<file path="src/hdl/cbpg_pkg.sv">
// ----------------------------------------------------------------------------
// cbpg_pkg
// Shared types and constants of the cubic Bezier point generator: widths,
// register indexes, sequencer states and the structs between the stages.
// ----------------------------------------------------------------------------
package cbpg_pkg;

    localparam int MAX_POINTS_DEF = 64;

    localparam int COORD_W = 16;   // Q8.8 coordinate
    localparam int PC_W    = 7;    // point_count register
    localparam int TI_W    = 17;   // t_increment register, Q0.16
    localparam int T_W     = 17;   // curve parameter, Q0.16, up to 1.0
    localparam int CFG_W   = 17;   // widest register
    localparam int W_W     = 49;   // Bernstein weight, Q0.48, up to 1.0
    localparam int SQ_W    = 33;   // t*t, u*u, t*u in Q0.32

    localparam logic [T_W-1:0]  T_ONE      = 17'h10000;
    localparam logic [PC_W-1:0] PC_RESET   = 7'd64;
    localparam logic [TI_W-1:0] TI_RESET   = 17'd1024;
    localparam logic [67:0]     ROUND_HALF = 68'h0_0000_8000_0000_0000;

    // register indexes of the configuration port
    localparam int CFG_IDX_W = 1;
    localparam logic [CFG_IDX_W-1:0] REG_POINT_COUNT = 1'b0;
    localparam logic [CFG_IDX_W-1:0] REG_T_INCREMENT = 1'b1;

    typedef enum logic {
        S_IDLE,
        S_RUN
    } t_seq_state;

    // one curve point entering the weight pipeline
    typedef struct packed {
        logic           valid;
        logic           last;
        logic [T_W-1:0] t;
    } t_issue;

    // Bernstein weights of one point, shared by all lanes
    typedef struct packed {
        logic           valid;
        logic           last;
        logic [W_W-1:0] w0;
        logic [W_W-1:0] w1;
        logic [W_W-1:0] w2;
        logic [W_W-1:0] w3;
    } t_wgt;

    // result of one coordinate lane
    typedef struct packed {
        logic                      valid;
        logic                      last;
        logic signed [COORD_W-1:0] coord;
    } t_lane;

endpackage

</file>
<file path="src/hdl/cbpg_point_if.sv">
// ----------------------------------------------------------------------------
// cbpg_point_if
// Curve point channel: one point in signed Q8.8 and an end-of-curve flag.
// ----------------------------------------------------------------------------
interface cbpg_point_if
    import cbpg_pkg::*;
();
    logic                      valid;
    logic                      ready;
    logic signed [COORD_W-1:0] point_x;
    logic signed [COORD_W-1:0] point_y;
    logic signed [COORD_W-1:0] point_z;
    logic                      last_point;

    modport source (
        output valid, point_x, point_y, point_z, last_point,
        input  ready
    );
    modport sink (
        input  valid, point_x, point_y, point_z, last_point,
        output ready
    );
endinterface

</file>
<file path="src/hdl/cbpg_merge.sv">
// ----------------------------------------------------------------------------
// cbpg_merge
// Joins the x, y and z lanes into one curve point and holds it in the output
// register; the pipeline moves whenever that register is free or taken.
// ----------------------------------------------------------------------------
module cbpg_merge
    import cbpg_pkg::*;
(
    input  logic  i_clk,
    input  logic  i_rst_n,
    input  t_lane i_lane_x,
    input  t_lane i_lane_y,
    input  t_lane i_lane_z,
    output logic  o_advance,
    cbpg_point_if.source o_point
);
    logic                      r_valid;
    logic                      r_last;
    logic signed [COORD_W-1:0] r_x, r_y, r_z;

    assign o_advance = !r_valid || o_point.ready;

    // hold the output transaction until taken
    always_ff @(posedge i_clk) begin
        if (!i_rst_n) begin
            r_valid <= 1'b0;
        end else if (o_advance) begin
            r_valid <= i_lane_x.valid;
        end
    end

    always_ff @(posedge i_clk) begin
        if (o_advance && i_lane_x.valid) begin
            r_x    <= i_lane_x.coord;
            r_y    <= i_lane_y.coord;
            r_z    <= i_lane_z.coord;
            r_last <= i_lane_x.last;
        end
    end

    assign o_point.valid      = r_valid;
    assign o_point.point_x    = r_x;
    assign o_point.point_y    = r_y;
    assign o_point.point_z    = r_z;
    assign o_point.last_point = r_last;

    a_lanes_in_step: assert property (@(posedge i_clk) disable iff (!i_rst_n)
        i_lane_x.valid == i_lane_y.valid && i_lane_x.valid == i_lane_z.valid)
        else $error("coordinate lanes out of step");

    a_lanes_same_last: assert property (@(posedge i_clk) disable iff (!i_rst_n)
        i_lane_x.valid |-> i_lane_x.last == i_lane_y.last && i_lane_x.last == i_lane_z.last)
        else $error("coordinate lanes disagree on last point");

endmodule

</file>
<file path="src/flat_wrapper.sv">
// flat-port wrapper written by rule: the top's interface ports become plain ports
module cbpg_merge_flat import cbpg_pkg::*;
  (i_clk, i_rst_n, i_lane_x, i_lane_y, i_lane_z, o_advance, o_point_valid, o_point_point_x, o_point_point_y, o_point_point_z, o_point_last_point, o_point_ready);
  cbpg_point_if o_point_i ();
  input  logic i_clk;
  input  logic i_rst_n;
  input  t_lane i_lane_x;
  input  t_lane i_lane_y;
  input  t_lane i_lane_z;
  output logic o_advance;
  output wire logic [$bits(o_point_i.valid)-1:0] o_point_valid;
  output wire logic [$bits(o_point_i.point_x)-1:0] o_point_point_x;
  output wire logic [$bits(o_point_i.point_y)-1:0] o_point_point_y;
  output wire logic [$bits(o_point_i.point_z)-1:0] o_point_point_z;
  output wire logic [$bits(o_point_i.last_point)-1:0] o_point_last_point;
  input wire logic [$bits(o_point_i.ready)-1:0] o_point_ready;
  assign o_point_valid = o_point_i.valid;
  assign o_point_point_x = o_point_i.point_x;
  assign o_point_point_y = o_point_i.point_y;
  assign o_point_point_z = o_point_i.point_z;
  assign o_point_last_point = o_point_i.last_point;
  assign o_point_i.ready = o_point_ready;
  cbpg_merge u_core (.i_clk(i_clk), .i_rst_n(i_rst_n), .i_lane_x(i_lane_x), .i_lane_y(i_lane_y), .i_lane_z(i_lane_z), .o_advance(o_advance), .o_point(o_point_i));
endmodule
</file>
<file path="config.mk">
export PLATFORM = sky130hd
export DESIGN_NAME = cbpg_merge_flat
export DESIGN_NICKNAME = d
export VERILOG_FILES = /design/src/hdl/cbpg_pkg.sv /design/src/hdl/cbpg_point_if.sv /design/src/hdl/cbpg_merge.sv /design/src/flat_wrapper.sv
export SDC_FILE = /design/constraint.sdc
export NUM_CORES = 1
export LEC_CHECK = 0
export ABC_AREA = 1
export ABC_CLOCK_PERIOD_IN_PS = 12000
export BUFFER_PORTS_ARGS = -buffer_cell sky130_fd_sc_hd__buf_2
export CORE_MARGIN = 2
export CORE_UTILIZATION = 35
export DETAILED_ROUTE_END_ITERATION = 10
export GPL_TIMING_DRIVEN = 1
export PLACE_DENSITY = 0.7
export SYNTH_ARGS = -nofsm -noshare
export SYNTH_HDL_FRONTEND = slang
export SYNTH_SLANG_ARGS = --single-unit
</file>
<file path="constraint.sdc">
create_clock -name i_clk -period 12 [get_ports i_clk]
set_input_delay 3.6 -clock i_clk [delete_from_list [all_inputs] [get_ports i_clk]]
set_output_delay 3.6 -clock i_clk [all_outputs]
set_load 0.05 [all_outputs]
</file>
==> metrics.txt <==
starting density of the core 0.373; syn avg cell area 27.2 µm²; Power Density 169 nW/µm²; Pleak 0.000965 µW; fin crit period 7.65 ns; hold_ws 0.534 ns; dpl ws 4.35 ns; n_diodes 0; Die H 70.0 µm; Synth Instances 56; WS Path Type in2out; Arr. time, crit path 4.05 ns; CTS sink count 50; met2 routed WL 1360 µm; CTS tree yes; most frequent cells in the layout buf_2 (103), edfxtp_1 (49), clkbuf_8 (5); Worst-Margin Slew 0.556 ns; Post-Route WL 2880 µm; CP endpoint kind primary output; top cell type's share of synthesized area 0.966; drc violations 0; RD Place Congestion 0.702; H-Tree Depth 2; Final setup violation count 0; Peak supply drop 93.9 µV; worst skew pair latency 0.29 ns; Pre-antenna DRT Iters 4; Hold/Removal Path Class reg2reg; DR top layer met4; Final Hold Viols 0; setup bufs post-CTS 0; initial antenna violation count 0; wl on met1 995 µm; Cell Rows 23; fill count 360; CTS Buf Count 5; most frequent CP cell buf_2; IO buf count 103; worst-path cell chain buf_2, inv_2, nand2_2, buf_2; CP max stage delay 0.26 ns; GRT Total Usage 0.127; synth warn 0; Clock Pin Slew Worst Setup and Hold Paths 0.08 ns; IO Count 108; global-route wire length before repair 4570 µm; Worst Setup Start Kind primary input; area occupied by multi-input gates 31.3 µm²; synth-to-layout area growth 46.4%; status finished, final reports clean; Seq cells post-synth 50; CP Max Fanout 2; leading area contributor after synthesis edfxtp_1; Vias/cell 4.17; Setup TNS Final 0 ns; hold buffers post-CTS 0; worst rel slew slack 0.629; Layout Skew 0.00214 ns; Core Area 4090 µm²; synth top area cells edfxtp_1 (97%), dfxtp_1 (1.3%), a21oi_2 (0.58%); worst path required time 8.40 ns; Tot Pwr 376 µW; WL met3 473 µm; Syn Std Cell Area 1520 µm²; CTS root buf clkbuf_8; CTS Buffer Depth 2; f_max 0.131 GHz; Netlist cell types 7; vias in the first global route 982; DRT iter0 DRCs 31; post-route ant nets 0; die width 70.0 µm; largest net degree at the start of global routing 33; GRT Residual Overflow 0; Max Cap Viol 0; setup ws final 4.35 ns; Syn Nets 113; Final period util 0.638; Avg WL per Cell 13.2 µm; sequential share of the synthesized area 0.979; share of cells above drive strength 1 0.685; RSZ-0062 raised after global routing no; final slew viol count 0; leading cell type in the layout, fill and taps excluded buf_2; CP max-delay cell buf_2; CP top delay family buffers and inverters; die area 4890 µm²; Nets 224; number of gates resized after CTS 0; DR vias 908; Sequential Area 1490 µm²; Buffers & Inverters on Critical Path 3
## per-layer routing
layer	global-route usage	up-vias
met3	0.0909	4
met4	0.0641	0
met5	0	-
met1	0.116	395
li1	-	438
met2	0.210	71
## through the flow
step	cells	util	cell area, µm²
2_1_floorplan	56	-	1520
3_3_place_gp	210	0.519	2120
3_5_place_dp	210	0.519	2120
4_1_cts	218	0.546	2230
5_1_grt	218	0.546	2230
6_report	218	0.546	2230
## registers in the layout (all words and copies together), names as in the netlist
register,flops
u_core.o_point.point_z,16
u_core.o_point.point_x,16
u_core.o_point.point_y,16
u_core.o_point.last_point,1
u_core.o_point.valid,1
## logic make-up after synthesis
| kind of cell | synth area share |
|---|---|
| flops | 0.979 |
| buf+inv | 0.00739 |
| compound gates | 0.00904 |
| simple gates | 0.00411 |
## worst min-delay path, delay by kind of cell (launching register included)
kind	cells	cell delay [ns]
flip-flops	1	0.36
AO/OA/AOI/OAI	1	0.04
AND/OR/NAND/NOR	1	0.09
## report_power, final
group / internal, µW / switching, µW
clock network: 62.1 / 49.9
logic: 13.0 / 45.1
registers: 204 / 2.37
total: 279 / 97.4
## final timing paths
path | from | endpoint | slack (ns) | cells past startpoint
setup reg to reg | u_core.o_point.valid$_SDFFE_PN0P_ | u_core.o_point.point_y[3]$_DFFE_PP_ | 10.33 | 2
hold reg to reg | u_core.o_point.valid$_SDFFE_PN0P_ | u_core.o_point.valid$_SDFFE_PN0P_ | 0.53 | 2
hold / removal | u_core.o_point.valid$_SDFFE_PN0P_ | u_core.o_point.valid$_SDFFE_PN0P_ | 0.53 | 2
setup / recovery | o_point_ready | o_advance | 4.35 | 4
## cell usage after synthesis
cell      count
inv_2         1
edfxtp_1     49
inv_1         2
nand2_2       1
a21oi_2       1
a21oi_1       1
dfxtp_1       1
## layout make-up
type	count	share of cell area
inverter	3	0.00505
clock buffer	6	0.0325
tap	50	0.0281
timing repair buffer	104	0.235
clock inverter	2	0.0168
multi-input combinational	3	0.0140
sequential	50	0.669
Power figures use the tool's default switching activity.
