### config.mk
export PLATFORM = sky130hd
export DESIGN_NAME = cbpg_sequencer
export DESIGN_NICKNAME = d
export VERILOG_FILES = /design/src/hdl/cbpg_pkg.sv /design/src/hdl/cbpg_sequencer.sv
export SDC_FILE = /design/constraint.sdc
export NUM_CORES = 1
export LEC_CHECK = 0
export ABC_AREA = 1
export BUFFER_PORTS_ARGS = -buffer_cell sky130_fd_sc_hd__buf_2
export CAP_MARGIN = 0
export CORE_MARGIN = 1.5
export CORE_UTILIZATION = 55
export DETAILED_ROUTE_END_ITERATION = 7
export GPL_TIMING_DRIVEN = 0
export PLACE_DENSITY = 0.77
export SKIP_CTS_REPAIR_TIMING = 1
export SYNTH_ARGS = -nofsm -noshare
export SYNTH_HDL_FRONTEND = slang
export SYNTH_SLANG_ARGS = --single-unit
### constraint.sdc
create_clock -name i_clk -period 4.15 [get_ports i_clk]
set_input_delay 0.6225 -clock i_clk [delete_from_list [all_inputs] [get_ports i_clk]]
set_output_delay 0.6225 -clock i_clk [all_outputs]
set_load 0.02 [all_outputs]
### src/hdl/cbpg_pkg.sv
// ----------------------------------------------------------------------------
// cbpg_pkg
// Shared types and constants of the cubic Bezier point generator: widths,
// register indexes, sequencer states and the structs between the stages.
// ----------------------------------------------------------------------------
package cbpg_pkg;

    localparam int MAX_POINTS_DEF = 64;

    localparam int COORD_W = 16;   // Q8.8 coordinate
    localparam int PC_W    = 7;    // point_count register
    localparam int TI_W    = 17;   // t_increment register, Q0.16
    localparam int T_W     = 17;   // curve parameter, Q0.16, up to 1.0
    localparam int CFG_W   = 17;   // widest register
    localparam int W_W     = 49;   // Bernstein weight, Q0.48, up to 1.0
    localparam int SQ_W    = 33;   // t*t, u*u, t*u in Q0.32

    localparam logic [T_W-1:0]  T_ONE      = 17'h10000;
    localparam logic [PC_W-1:0] PC_RESET   = 7'd64;
    localparam logic [TI_W-1:0] TI_RESET   = 17'd1024;
    localparam logic [67:0]     ROUND_HALF = 68'h0_0000_8000_0000_0000;

    // register indexes of the configuration port
    localparam int CFG_IDX_W = 1;
    localparam logic [CFG_IDX_W-1:0] REG_POINT_COUNT = 1'b0;
    localparam logic [CFG_IDX_W-1:0] REG_T_INCREMENT = 1'b1;

    typedef enum logic {
        S_IDLE,
        S_RUN
    } t_seq_state;

    // one curve point entering the weight pipeline
    typedef struct packed {
        logic           valid;
        logic           last;
        logic [T_W-1:0] t;
    } t_issue;

    // Bernstein weights of one point, shared by all lanes
    typedef struct packed {
        logic           valid;
        logic           last;
        logic [W_W-1:0] w0;
        logic [W_W-1:0] w1;
        logic [W_W-1:0] w2;
        logic [W_W-1:0] w3;
    } t_wgt;

    // result of one coordinate lane
    typedef struct packed {
        logic                      valid;
        logic                      last;
        logic signed [COORD_W-1:0] coord;
    } t_lane;

endpackage

### src/hdl/cbpg_sequencer.sv
// ----------------------------------------------------------------------------
// cbpg_sequencer
// Walks the point index of one curve and steps the curve parameter t by
// t_increment per point, saturating at 1.0. Issues one point per advance.
// ----------------------------------------------------------------------------
module cbpg_sequencer
    import cbpg_pkg::*;
#(
    parameter int MAX_POINTS = MAX_POINTS_DEF
) (
    input  logic            i_clk,
    input  logic            i_rst_n,
    input  logic            i_start,
    input  logic [PC_W-1:0] i_point_count,
    input  logic [TI_W-1:0] i_t_increment,
    input  logic            i_advance,
    output logic            o_idle,
    output t_issue          o_issue
);
    localparam int CNT_W = $clog2(MAX_POINTS + 1);
    localparam logic [PC_W-1:0] MAX_PC = PC_W'(MAX_POINTS);

    t_seq_state     r_state, n_state;
    logic [CNT_W-1:0] r_index;
    logic [CNT_W-1:0] r_count;
    logic [T_W-1:0]   r_t;
    logic [PC_W-1:0]  clamp_count;
    logic [T_W:0]     t_sum;
    logic [T_W-1:0]   t_step;
    logic             is_last;
    logic             issue;

    // clamp the requested count to 1..MAX_POINTS
    always_comb begin
        priority if (i_point_count == '0) begin
            clamp_count = PC_W'(1);
        end else if (i_point_count > MAX_PC) begin
            clamp_count = MAX_PC;
        end else begin
            clamp_count = i_point_count;
        end
    end

    // saturating step of t
    assign t_sum  = {1'b0, r_t} + {1'b0, i_t_increment};
    assign t_step = (t_sum > {1'b0, T_ONE}) ? T_ONE : t_sum[T_W-1:0];

    assign is_last = ((r_index + CNT_W'(1)) == r_count);

    // next state
    always_comb begin
        n_state = r_state;
        unique case (r_state)
            S_IDLE: begin
                if (i_start) begin
                    n_state = S_RUN;
                end
            end
            S_RUN: begin
                if (i_advance && is_last) begin
                    n_state = S_IDLE;
                end
            end
            default: n_state = S_IDLE;
        endcase
    end

    // outputs
    always_comb begin
        o_idle        = 1'b0;
        o_issue.valid = 1'b0;
        o_issue.last  = is_last;
        o_issue.t     = r_t;
        unique case (r_state)
            S_IDLE: o_idle = 1'b1;
            S_RUN:  o_issue.valid = 1'b1;
            default: o_idle = 1'b0;
        endcase
    end

    assign issue = o_issue.valid && i_advance;

    // hold index, count and t
    always_ff @(posedge i_clk) begin
        if (!i_rst_n) begin
            r_state <= S_IDLE;
            r_index <= '0;
            r_count <= '0;
            r_t     <= '0;
        end else begin
            r_state <= n_state;
            if (i_start && r_state == S_IDLE) begin
                r_count <= CNT_W'(clamp_count);
                r_index <= '0;
                r_t     <= '0;
            end else if (issue) begin
                if (is_last) begin
                    r_index <= '0;
                    r_t     <= '0;
                end else begin
                    r_index <= r_index + CNT_W'(1);
                    r_t     <= t_step;
                end
            end
        end
    end

    a_index_in_range: assert property (@(posedge i_clk) disable iff (!i_rst_n)
        r_state == S_RUN |-> r_index < r_count)
        else $error("point index beyond point count");

    a_t_saturated: assert property (@(posedge i_clk) disable iff (!i_rst_n)
        r_t <= T_ONE)
        else $error("curve parameter above one");

    a_t_restart: assert property (@(posedge i_clk) disable iff (!i_rst_n)
        r_state == S_IDLE |-> r_t == '0 && r_index == '0)
        else $error("t or index not cleared between curves");

endmodule

==> results.txt <==
----------------------------------------------------
[Setup path]
  Cells along the critical path ... buf_2 -> ha_1 -> fa_1 -> nand3_1 -> nand3_1 -> nand3_1 -> nand3_1 -> a21oi_1 -> xor2_1 -> nand2_4 -> buf_12 -> nand3_2 -> a21oi_2
  Cell count along the critical path ... 13
  Kind of end point of the critical path ... register
  R2r endpoint ... r_t[13]
  CP top delay family ... simple AND/OR/NAND/NOR gates
  Register-to-Register Path Depth ... 12
  R2r setup slk ... 1.49 ns
  Worst setup path endpoint ... r_t[13]
  Critical path startpoint category ... input port
  Crit path launch ... i_t_increment[0]
  Buffers & Inverters on Critical Path ... 2
  CP max FO ... 10
  Most common cell on crit path ... sky130_fd_sc_hd__nand3_1
  Arrival @ worst endpoint ... 2.93 ns
  Crit-path slowest cell ... sky130_fd_sc_hd__fa_1
  Required @ worst endpoint ... 4.29 ns
  Path type of the worst setup path ... in2reg
  Worst path max stage delay ... 0.46 ns
  Startpoint of the worst-slack reg-to-reg timing path ... r_t[0]

[Yosys]
  Proportion of synthesized chip area in sequential cells ... 22.9%
  Unique cell type count in the Yosys netlist ... 34
  Simple-gate share of the synthesized area ... 40.8%
  Combinational family with the most area after synthesis ... simple AND/OR/NAND/NOR gates
  Area share of xor/xnor cells in the synthesized design ... 3.77%
  Compound-cell area share of the yosys netlist ... 11.3%
  Post-Syn Instances ... 436
  Number of storage elements in the synthesis netlist ... 32
  Synth warnings ... 0
  Syn nets ... 483
  Multiplexer fraction of the synthesized cell area ... 0%
  Combined area of all synthesized cells ... 2790 µm²
  Adder-cell share of the synthesized area ... 8.79%
  Mean area per synthesized cell ... 6.40 µm²

[Floorplanning]
  Number of top-level pins ... 48
  Chip Width ... 74.2 µm
  Die ar. ... 5510 µm²
  Initial Util ... 57.9%
  Die Y ... 74.2 µm
  Core Region ... 4820 µm²
  Core Rows ... 25

[Layout]
  Final #Nets ... 536
  Area of the multi-input gates ... 1800 µm²
  Reg area ... 641 µm²
  Cell area after layout ... 3200 µm²
  Antenna fix cells ... 0
  Share of post-route cells with drive strength above 1 ... 22.2%
  Fill cell total of the finished layout ... 502
  Area Growth Syn to Fin ... 14.5%

[Detailed routing]
  DRC violation count after routing ... 0
  Vias per inst ... 5.11
  Via count ... 2847
  Initial drt markers ... 149
  Length of the first detailed-routing pass in iterations ... 4
  Detail Route Antenna Nets ... 0
  Post-DR wirelength/cell ... 12.0 µm
  Total wire length ... 6.66 mm

[Global route]
  Vias in the first global route ... 2563
  Sum of overflow across all layers after global routing ... 0
  Global-route wire length before repair ... 11.0 mm
  Pin count of the biggest net entering global routing ... 11
  Global Route Usage Sum ... 25.4%
  Number of antenna violations at the first check in global routing ... 0

[Timing]
  Final Critical Period ... 2.79 ns
  Setup total negative slack ... 0 ns
  Slew HR ... 50.1%
  Fin. Hold Viols ... 0
  Maximum achievable frequency ... 359 MHz
  RSZ-0062 raised after global routing ... no
  Worst-margin pin slew ... 0.748 ns
  Clock skew ... 0.00348 ns
  Max-slew violation count ... 0
  Smallest hold slack ... 0.477 ns
  Final setup fails ... 0
  Period utilization ... 67.2%
  Final Worst Setup Slack ... 1.36 ns

[Place]
  Cell area after placement ... 3110 µm²
  Detailed Place HPWL ... 5.44 mm
  Port bufs ... 46
  GP Congestion ... 0.913
  Pre-CTS setup slack ... 1.10 ns

[Flow run]
  Max-cap violation count ... 0

[CTS]
  CTS tree ... yes
  Number of H-tree branching levels ... 2
  TritonCTS sink count ... 32
  Number of clock buffers inserted by TritonCTS ... 5
  Library cell used as clock root buffer ... sky130_fd_sc_hd__clkbuf_8
  Clock network latency to the later pin of the worst-skew pair ... 0.28 ns
  Register clock-pin slew on the reported worst setup and hold paths ... 0.06 ns
  Maximum buffer depth of the clock tree ... 2

[Min path]
  Hold WC Path Type ... reg2reg

[Power]
  Static leakage power ... 1.65 nW
  Worst supply voltage drop on vdd ... 0.000189 V
  Total power per unit cell area ... 232 nW/µm²

[Run status]
  Outcome ... completed

----------------------------------------------------
-- registers in the layout, summed over array words and instances, names as in the netlist --
signal / cells
r_t: 17
r_count: 7
r_index: 7
r_state: 1
-- stage by stage --
stage                     std cells  utilization, %  total power [mW]
after floorplan                 436               -             0.453
after global placement          549            64.5             0.498
after detailed placement        549            64.5             0.501
after CTS                       557            66.3             0.743
after global routing            557            66.3             0.782
final                           557            66.3             0.740
-- worst min path at each step --
stage,from,to,cells after the start
after detailed placement,r_count[6],r_count[6],2
after global routing,r_count[6],r_count[6],2
after CTS,r_count[6],r_count[6],2
after floorplan,r_count[6],r_count[6],2
final,r_count[6],r_count[6],2
after global placement,r_count[6],r_count[6],2
-- layout by cell type (no fill, tap or decap), types with 12 or more instances in the layout --
cell and instances:
sky130_fd_sc_hd__a21oi_1 27, sky130_fd_sc_hd__buf_2 46, sky130_fd_sc_hd__dfxtp_1 32, sky130_fd_sc_hd__ha_1 18, sky130_fd_sc_hd__inv_1 66, sky130_fd_sc_hd__nand2_1 134, sky130_fd_sc_hd__nand3_1 30, sky130_fd_sc_hd__nand3_2 12
sky130_fd_sc_hd__nor2_1 22, sky130_fd_sc_hd__nor2_2 16
-- cell usage after synthesis --
| library cell | number | share of area (%) |
|---|---|---|
| sky130_fd_sc_hd__ha_1 | 18 | 8.1 |
| sky130_fd_sc_hd__fa_1 | 1 | 0.72 |
| sky130_fd_sc_hd__o221ai_1 | 1 | 0.31 |
| sky130_fd_sc_hd__nand4_1 | 7 | 1.6 |
| sky130_fd_sc_hd__clkbuf_1 | 5 | 0.67 |
| sky130_fd_sc_hd__nand3b_2 | 1 | 0.40 |
| sky130_fd_sc_hd__nand3_2 | 12 | 4.3 |
| sky130_fd_sc_hd__o31ai_1 | 1 | 0.27 |
| sky130_fd_sc_hd__nand3_1 | 30 | 5.4 |
| sky130_fd_sc_hd__nand4_2 | 1 | 0.45 |
| sky130_fd_sc_hd__or2_1 | 1 | 0.22 |
| sky130_fd_sc_hd__inv_1 | 66 | 8.9 |
| sky130_fd_sc_hd__nor4_1 | 1 | 0.22 |
| sky130_fd_sc_hd__a32o_1 | 2 | 0.72 |
| sky130_fd_sc_hd__nand2_4 | 2 | 0.81 |
| sky130_fd_sc_hd__clkinv_1 | 1 | 0.13 |
| sky130_fd_sc_hd__a21oi_1 | 27 | 4.8 |
| sky130_fd_sc_hd__nand3b_1 | 2 | 0.54 |
| sky130_fd_sc_hd__nand2_2 | 4 | 0.90 |
| sky130_fd_sc_hd__and2_1 | 4 | 0.90 |
| sky130_fd_sc_hd__nor2_2 | 16 | 3.6 |
| sky130_fd_sc_hd__xor2_1 | 9 | 2.8 |
| sky130_fd_sc_hd__inv_2 | 5 | 0.67 |
| sky130_fd_sc_hd__buf_12 | 1 | 0.72 |
| sky130_fd_sc_hd__o21ai_0 | 8 | 1.4 |
| sky130_fd_sc_hd__buf_4 | 2 | 0.54 |
| sky130_fd_sc_hd__nor2_1 | 22 | 3.0 |
| sky130_fd_sc_hd__buf_6 | 2 | 0.81 |
| sky130_fd_sc_hd__xnor2_1 | 3 | 0.94 |
| sky130_fd_sc_hd__a21oi_2 | 11 | 3.5 |
| sky130_fd_sc_hd__dfxtp_1 | 32 | 23 |
| sky130_fd_sc_hd__nand2_1 | 134 | 18 |
| sky130_fd_sc_hd__nor3_1 | 3 | 0.54 |
| sky130_fd_sc_hd__o211ai_1 | 1 | 0.27 |
-- logic make-up (layout without fill, tap and decap cells) --
logic type,after synthesis,in the layout
and+or+nand+nor,240,240
buffers and inverters,82,136
AOI/OAI and AO/OA,51,51
DFF,32,32
adders and majority gates,19,19
xor gates and xnor gates,12,12
-- routing by layer --
layer | wire length [µm] | part of all wire [%] | up-vias | track usage [%]
li1 | - | - | 1491 | -
met2 | 3240 | 49 | 55 | 45.1
met3 | 199 | 3.0 | 9 | 3.25
met5 | 0 | 0 | - | 0
met1 | 3140 | 47 | 1292 | 32.5
met4 | 82 | 1.2 | 0 | 6.67
-- layout make-up --
cell class              count  share of cell area [%]
plain buffers              10                    2.39
inverters                  72                    8.46
multi-input cells         322                    56.5
clock buffers               8                    2.82
repair buffers             46                    7.20
well taps                  67                    2.62
flip-flops and latches     32                    20.0
-- power breakdown --
| group | internal, mW | leakage [nW] | switching (mW) |
|---|---|---|---|
| clock | 0.135 | 0.0455 | 0.109 |
| sequential | 0.315 | 0.259 | 0.00662 |
| combinational | 0.0633 | 1.34 | 0.111 |
| total | 0.513 | 1.65 | 0.227 |
-- worst register-to-register path, cell delays in order, from the launching register on --
cell and delay [ns]:
sky130_fd_sc_hd__dfxtp_1 0.32, sky130_fd_sc_hd__ha_1 0.21, sky130_fd_sc_hd__fa_1 0.46, sky130_fd_sc_hd__nand3_1 0.12
sky130_fd_sc_hd__nand3_1 0.15, sky130_fd_sc_hd__nand3_1 0.14, sky130_fd_sc_hd__nand3_1 0.10, sky130_fd_sc_hd__a21oi_1 0.23
sky130_fd_sc_hd__xor2_1 0.36, sky130_fd_sc_hd__nand2_4 0.14, sky130_fd_sc_hd__buf_12 0.17, sky130_fd_sc_hd__nand3_2 0.07
sky130_fd_sc_hd__a21oi_2 0.05
Power figures use the tool's default switching activity.
